## config.mk

```make
export PLATFORM = sky130hd
export DESIGN_NAME = weighted_rgb_tap_normalizer_unit
export DESIGN_NICKNAME = d
export VERILOG_FILES = /design/src/design/wrtn_pkg.sv /design/src/design/wrtn_accum.sv /design/src/design/wrtn_div.sv /design/src/design/wrtn_ctrl.sv /design/src/design/weighted_rgb_tap_normalizer_unit.sv
export SDC_FILE = /design/constraint.sdc
export NUM_CORES = 2
export LEC_CHECK = 0
export BUFFER_PORTS_ARGS = -buffer_cell sky130_fd_sc_hd__buf_2
export CELL_PAD_IN_SITES_DETAIL_PLACEMENT = 1
export CELL_PAD_IN_SITES_GLOBAL_PLACEMENT = 2
export CORE_AREA = 2 2 381 383
export DETAILED_ROUTE_END_ITERATION = 10
export DIE_AREA = 0 0 383 385
export GPL_ROUTABILITY_DRIVEN = 0
export PLACE_DENSITY = 0.62
export SYNTH_ARGS = -nofsm -noshare
export SYNTH_HDL_FRONTEND = slang
export SYNTH_SLANG_ARGS = --single-unit
```

## constraint.sdc

```tcl
create_clock -name clk -period 17.96 [get_ports clk]
set_input_delay 1.796 -clock clk [delete_from_list [all_inputs] [get_ports clk]]
set_output_delay 1.796 -clock clk [all_outputs]
set_load 0.005 [all_outputs]
```

## src/design/wrtn_pkg.sv

```systemverilog
// Shared types and constants of the weighted RGB tap normalizer.
// No dependencies.
`default_nettype none
package wrtn_pkg;
	localparam int unsigned WEIGHT_W = 16;
	localparam int unsigned CHAN_W   = 8;
	localparam int unsigned SUM_W    = 32;
	localparam int unsigned NUM_CHAN = 3;
	localparam int unsigned IN_DATA_W  = 40;
	localparam int unsigned OUT_DATA_W = 24;
	// Quotient bits produced by the divider: eight result bits and one overflow bit.
	localparam int unsigned QUOT_W = CHAN_W + 1;
	localparam int unsigned DIVISOR_W = SUM_W + CHAN_W;
	localparam int unsigned STEP_W = 4;

	typedef struct packed {
		logic [SUM_W-1:0]               weight;
		logic [NUM_CHAN-1:0][SUM_W-1:0] chan;
	} sums_t;

	typedef struct packed {
		logic take;
	} acc_cmd_t;

	typedef struct packed {
		logic load;
		logic step;
	} div_cmd_t;

	function automatic logic [SUM_W-1:0] abs_sum(input logic [SUM_W-1:0] v);
		return v[SUM_W-1] ? (~v + SUM_W'(1)) : v;
	endfunction
endpackage
`default_nettype wire

```

## src/design/wrtn_accum.sv

```systemverilog
// Tap accumulator: running weight and weighted color sums, tap counter and the
// hand-off register of closed sums. Depends on wrtn_pkg.
`default_nettype none
module wrtn_accum import wrtn_pkg::*; #(
	parameter int unsigned MAX_TAPS = 64
) (
	input  wire logic                 clk,
	input  wire logic                 arst_n,
	input  wire acc_cmd_t             cmd,
	input  wire logic [WEIGHT_W-1:0]  tap_weight,
	input  wire logic [NUM_CHAN-1:0][CHAN_W-1:0] pixel,
	input  wire logic                 last_tap,
	output logic                      closing,
	output sums_t                     snap
);
	localparam int unsigned CNT_W = $clog2(MAX_TAPS + 1);

	sums_t            total_q;
	sums_t            next_total;
	sums_t            snap_q;
	logic [CNT_W-1:0] tap_cnt_q;
	logic signed [WEIGHT_W+CHAN_W:0] prod [NUM_CHAN];

	always_comb begin
		next_total.weight = total_q.weight
			+ SUM_W'($signed({{(SUM_W-WEIGHT_W){tap_weight[WEIGHT_W-1]}}, tap_weight}));
		for (int i = 0; i < NUM_CHAN; i++) begin
			prod[i] = $signed(tap_weight) * $signed({1'b0, pixel[i]});
			next_total.chan[i] = total_q.chan[i]
				+ {{(SUM_W-WEIGHT_W-CHAN_W-1){prod[i][WEIGHT_W+CHAN_W]}}, prod[i]};
		end
	end

	// A pixel also closes on its last allowed tap.
	assign closing = last_tap || (tap_cnt_q == CNT_W'(MAX_TAPS - 1));
	assign snap = snap_q;

	always_ff @(posedge clk or negedge arst_n) begin
		if (!arst_n) begin
			total_q   <= '0;
			tap_cnt_q <= '0;
		end else if (cmd.take) begin
			if (closing) begin
				total_q   <= '0;
				tap_cnt_q <= '0;
			end else begin
				total_q   <= next_total;
				tap_cnt_q <= tap_cnt_q + CNT_W'(1);
			end
		end
	end

	always_ff @(posedge clk) begin
		if (cmd.take && closing) begin
			snap_q <= next_total;
		end
	end
endmodule
`default_nettype wire

```

## src/design/wrtn_div.sv

```systemverilog
// Divide and clamp datapath: three restoring dividers that share one shifted
// divisor, one quotient bit per step. Depends on wrtn_pkg.
`default_nettype none
module wrtn_div import wrtn_pkg::*; (
	input  wire logic  clk,
	input  wire div_cmd_t cmd,
	input  wire sums_t snap,
	output logic [NUM_CHAN-1:0][CHAN_W-1:0] color,
	output logic       zero_sum
);
	logic [DIVISOR_W-1:0] div_q;
	logic                 zero_q;
	logic [SUM_W-1:0]     rem_q  [NUM_CHAN];
	logic [QUOT_W-1:0]    quot_q [NUM_CHAN];
	logic                 clip_q [NUM_CHAN];
	logic                 ge     [NUM_CHAN];

	always_comb begin
		for (int i = 0; i < NUM_CHAN; i++) begin
			ge[i] = {{CHAN_W{1'b0}}, rem_q[i]} >= div_q;
		end
	end

	always_ff @(posedge clk) begin
		if (cmd.load) begin
			zero_q <= (snap.weight == '0);
			div_q  <= {abs_sum(snap.weight), {CHAN_W{1'b0}}};
			for (int i = 0; i < NUM_CHAN; i++) begin
				// Opposite signs or a zero numerator give a quotient at or below zero.
				clip_q[i] <= (snap.chan[i] == '0)
					|| (snap.chan[i][SUM_W-1] != snap.weight[SUM_W-1]);
				rem_q[i]  <= abs_sum(snap.chan[i]);
				quot_q[i] <= '0;
			end
		end else if (cmd.step) begin
			div_q <= div_q >> 1;
			for (int i = 0; i < NUM_CHAN; i++) begin
				if (ge[i]) begin
					rem_q[i] <= rem_q[i] - div_q[SUM_W-1:0];
				end
				quot_q[i] <= {quot_q[i][QUOT_W-2:0], ge[i]};
			end
		end
	end

	always_comb begin
		for (int i = 0; i < NUM_CHAN; i++) begin
			if (zero_q || clip_q[i]) begin
				color[i] = '0;
			end else if (quot_q[i][QUOT_W-1]) begin
				color[i] = '1;
			end else begin
				color[i] = quot_q[i][CHAN_W-1:0];
			end
		end
	end
	assign zero_sum = zero_q;
endmodule
`default_nettype wire

```

## src/design/wrtn_ctrl.sv

```systemverilog
// Controller: input handshake, hand-off flag of closed sums, divider
// sequencing and output valid. Depends on wrtn_pkg.
`default_nettype none
module wrtn_ctrl import wrtn_pkg::*; (
	input  wire logic clk,
	input  wire logic arst_n,
	input  wire logic in_valid,
	output logic      in_ready,
	input  wire logic closing,
	output acc_cmd_t  acc_cmd,
	output div_cmd_t  div_cmd,
	output logic      out_valid,
	input  wire logic out_ready
);
	typedef enum logic [1:0] {ST_IDLE, ST_RUN, ST_HOLD} state_t;

	state_t            state_q;
	logic [STEP_W-1:0] step_q;
	logic              snap_valid_q;
	logic              out_valid_q;

	assign div_cmd.load = (state_q == ST_IDLE) && snap_valid_q;
	assign div_cmd.step = (state_q == ST_RUN);
	// The hand-off register frees up in the same cycle the divider loads it.
	assign in_ready     = !snap_valid_q || div_cmd.load;
	assign acc_cmd.take = in_valid && in_ready;
	assign out_valid    = out_valid_q;

	always_ff @(posedge clk or negedge arst_n) begin
		if (!arst_n) begin
			state_q      <= ST_IDLE;
			step_q       <= '0;
			snap_valid_q <= 1'b0;
			out_valid_q  <= 1'b0;
		end else begin
			if (acc_cmd.take && closing) begin
				snap_valid_q <= 1'b1;
			end else if (div_cmd.load) begin
				snap_valid_q <= 1'b0;
			end
			unique case (state_q)
				ST_IDLE: begin
					if (snap_valid_q) begin
						state_q <= ST_RUN;
						step_q  <= '0;
					end
				end
				ST_RUN: begin
					step_q <= step_q + STEP_W'(1);
					if (step_q == STEP_W'(QUOT_W - 1)) begin
						state_q     <= ST_HOLD;
						out_valid_q <= 1'b1;
					end
				end
				ST_HOLD: begin
					if (out_ready) begin
						state_q     <= ST_IDLE;
						out_valid_q <= 1'b0;
					end
				end
				default: begin
					state_q     <= ST_IDLE;
					out_valid_q <= 1'b0;
				end
			endcase
		end
	end
endmodule
`default_nettype wire

```

## src/design/weighted_rgb_tap_normalizer_unit.sv

```systemverilog
// Weighted RGB tap normalizer, the back end of a resampling scaler. Taps stream
// in one word per cycle; each adds its weight and weight times red, green and
// blue to 32-bit wrapping sums. A tap with tlast set, or the MAX_TAPS-th tap of
// a pixel, closes the pixel: its sums move to a hand-off register and the next
// pixel starts accumulating at once. Three restoring dividers sharing one
// divisor then form the three quotients one bit per cycle, truncating toward
// zero and clamping to 0..255; a zero weight sum yields black with tuser set.
// Once free, the divider loads the closed sums, steps through all quotient bits
// and raises the result word, which holds until taken. Input runs at one tap
// per cycle as long as pixels have at least eleven taps and results are taken
// at once. Otherwise a closed pixel may have to wait in the hand-off
// register for the busy divider, and while it waits every further tap is
// held off, so the divider sets the pixel rate. Depends on wrtn_pkg.
`default_nettype none
module weighted_rgb_tap_normalizer_unit import wrtn_pkg::*; #(
	parameter int unsigned MAX_TAPS = 64
) (
	input  wire logic                  clk,
	input  wire logic                  arst_n,
	input  wire logic                  s_axis_tvalid,
	output logic                       s_axis_tready,
	// tap_weight[15:0], pixel_red[23:16], pixel_green[31:24], pixel_blue[39:32]
	input  wire logic [IN_DATA_W-1:0]  s_axis_tdata,
	input  wire logic                  s_axis_tlast,
	output logic                       m_axis_tvalid,
	input  wire logic                  m_axis_tready,
	// out_red[7:0], out_green[15:8], out_blue[23:16]
	output logic [OUT_DATA_W-1:0]      m_axis_tdata,
	// zero_sum[0]
	output logic                       m_axis_tuser
);
	acc_cmd_t acc_cmd;
	div_cmd_t div_cmd;
	logic     closing;
	sums_t    snap;
	logic [NUM_CHAN-1:0][CHAN_W-1:0] pixel;
	logic [NUM_CHAN-1:0][CHAN_W-1:0] color;

	assign pixel = s_axis_tdata[IN_DATA_W-1:WEIGHT_W];
	assign m_axis_tdata = color;

	wrtn_ctrl u_ctrl (
		.clk       (clk),
		.arst_n    (arst_n),
		.in_valid  (s_axis_tvalid),
		.in_ready  (s_axis_tready),
		.closing   (closing),
		.acc_cmd   (acc_cmd),
		.div_cmd   (div_cmd),
		.out_valid (m_axis_tvalid),
		.out_ready (m_axis_tready)
	);

	wrtn_accum #(
		.MAX_TAPS (MAX_TAPS)
	) u_accum (
		.clk        (clk),
		.arst_n     (arst_n),
		.cmd        (acc_cmd),
		.tap_weight (s_axis_tdata[WEIGHT_W-1:0]),
		.pixel      (pixel),
		.last_tap   (s_axis_tlast),
		.closing    (closing),
		.snap       (snap)
	);

	wrtn_div u_div (
		.clk      (clk),
		.cmd      (div_cmd),
		.snap     (snap),
		.color    (color),
		.zero_sum (m_axis_tuser)
	);
endmodule
`default_nettype wire

```

==> metrics.yaml <==
status:
  status: "finished clean"
clock_tree:
  post_cts_buffers: 0
  clk_latency_ps: 640
  clock_path_buffers: 3
  cts.sinks: 438
  clk_pin_slew_ps: 60
  cts_tree: "yes"
  clockRootBuffer: "clkbuf_16"
  cts_max_level: 2
  cts_resized: 0
  cts_buffers: 53
  ctsHoldBuffers: 0
cells_and_area:
  area_delta_synth_final_pct: 10.1
  final_layout_size_suffix_gt1_frac: 0.0526
  postLayoutCellArea_mm2: 0.0470
  nNetsFinal: 5142
timing:
  skew_ps: 53.2
  relSlewSlack: 0.237
  finalMaxSlewViolations: 0
  finalSetupTns_ps: 0
  max_freq_mhz: 112
  min_period_ps: 8890
  finalCritPeriodShare: 0.495
  setup-violations-final: 0
  worst_pin_slew_ps: 1140
  hold_violations: 0
  rsz0062_at_grt: "no"
  setup_ws_ps: 9070
floorplan:
  fp.dieH_um: 385
  fp-row-count: 139
  die_x_um: 383
  pin_count: 72
  core_mm2: 0.143
  initial_utilization: 0.298
  die-area_mm2: 0.147
global_route:
  grt_usage: 0.173
  grt_overflow: 0
  grt_antenna_before_repair: 5
  grt_pass1_vias: 33537
  grt_first_pass_wirelength_um: 200000
  grt_max_degree: 67
critical_path:
  reg2regPathDepth: 14
  path_class: "in -> reg"
  required_ps: 18520
  crit_family: "adder cells"
  critPathBufInv: 4
  arrival_ps: 9450
  crit_top_cell: "fa_1"
  crit_path_max_fanout: 25
  start_kind: "primary input"
  cp.depth: 28
  end_kind: "flop"
  cpMaxStageDelayCell: "fa_1"
  r2r_slack_ps: 12840
  cpPeakStageDelay_ps: 560
logic_synthesis:
  synth_area_per_cell_um2: 9.70
  synth_top_area_cell: "edfxtp_1"
  synthFlopType: "edfxtp_1"
  synthArstFlopShare: 0.326
  synth.most_common_cell: "inv_1"
  synth_top_area_frac: 0.202
  synthCells: 4398
  synth_nets: 5136
  synth_seq_cells: 438
  synth_common_cells: "inv_1, ha_1, nand2_1"
  synth_area_leaders: "edfxtp_1, fa_1, ha_1"
  yosysWarnings: 0
  syn_area_mm2: 0.0427
  synth_cell_types: 82
  seq_area_frac_synth: 0.290
  synth_edf_count: 287
route:
  detail_route.wl_per_cell_um: 19.8
  routed_via_density: 4.93
  vias: 31334
  drt_wl_total_um: 126000
  dr.pass1.iters: 5
  drtIter0Drc: 1390
  drc_errors: 0
  ant_nets: 0
worst_hold_path:
  holdPathStages: 2
  hp-class: "reg -> reg"
place:
  portBuffers: 71
  dpl_cell_area_mm2: 0.0451
  hpwl_um: 96800
  dpl_worst_slack_ps: 8470
run:
  max_cap_viol_count: 0
-- kinds of logic (layout without fill, tap and decap cells) --
group	after synthesis	count (layout)	share of synthesized area
and+or+nand+nor	1094	1094	0.131
DFF	438	438	0.290
xor gates and xnor gates	377	377	0.0774
buffers and inverters	698	748	0.0622
AOI/OAI and AO/OA	995	995	0.157
other	0	1	0
adders and majority gates	693	693	0.258
muxes	103	103	0.0245
-- through the flow --
step,hold WS (ps),instances,utilization
2_1_floorplan,445,4398,-
6_report,478,6352,0.328
3_5_place_dp,467,6252,0.315
5_1_grt,500,6351,0.328
3_3_place_gp,457,6252,0.315
4_1_cts,477,6351,0.328
-- placed cells by master (no fill, tap or decap), types with 164 or more instances in the layout --
cell,Yosys,routed
a21oi_1,237,237
and2_1,258,258
edfxtp_1,287,287
fa_1,313,313
ha_1,380,380
inv_1,552,552
nand2_1,334,332
o21ai_0,166,164
xnor2_1,193,193
xor2_1,184,184
-- layer usage --
| layer | part of all wire | wire (µm) | vias up | global-route usage |
|---|---|---|---|---|
| met1 | 0.52 | 64900 | 15734 | 0.254 |
| met3 | 0.023 | 2940 | 109 | 0.0150 |
| met2 | 0.44 | 54900 | 298 | 0.272 |
| li1 | - | - | 15193 | - |
| met4 | 0.022 | 2770 | 0 | 0.0415 |
| met5 | 0 | 0 | - | 0 |
-- flip-flops by register name, summed over array words and instances (netlist names) --
signal               flops
u_accum.snap           128
u_accum.tap_cnt_q        7
u_accum.total_q        128
u_ctrl.out_valid         1
u_ctrl.snap_valid_q      1
u_ctrl.state_q           2
u_ctrl.step_q            4
u_div.clip_q             3
u_div.div_q             40
u_div.quot_q            27
u_div.rem_q             96
u_div.zero_sum           1
-- area by class of cell --
class,instances,area [µm²]
fillers,16244,96200
multi-input cells,3262,27700
flip-flops and latches,438,12400
well taps,1903,2380
inverters,552,2070
clock buffers,64,1420
repair buffers,97,557
clock inverters,35,479
diodes,1,2.50
-- worst register-to-register path: stages, from the launching register on --
cell and delay (ps):
edfxtp_1 360, inv_1 290, ha_1 380, a2111oi_0 410, o21ai_0 150, o21ai_0 170
nand2_1 190, a31oi_1 370, a2111o_1 260, a21oi_1 90, o21a_1 180, o22ai_1 430
a31o_4 430, buf_4 700, mux2_2 440
-- worst paths after layout --
kind | from | endpoint
worst max-delay path | s_axis_tdata[5] | u_accum.total_q[63]$_DFFE_PN0P_
worst min-delay path | u_div.div_q[5]$_SDFFE_PP0P_ | u_div.div_q[5]$_SDFFE_PP0P_
worst max register to register | u_div.div_q[9]$_DFFE_PP_ | u_div.rem_q[0][6]$_DFFE_PP_
worst min register to register | u_div.div_q[5]$_SDFFE_PP0P_ | u_div.div_q[5]$_SDFFE_PP0P_
max in group asynchronous | arst_n | u_accum.total_q[67]$_DFFE_PN0P_
min in group asynchronous | arst_n | u_accum.total_q[62]$_DFFE_PN0P_
Power is not shown: default switching activity piles up to over one toggle a cycle in this logic, so the estimate is an artifact.
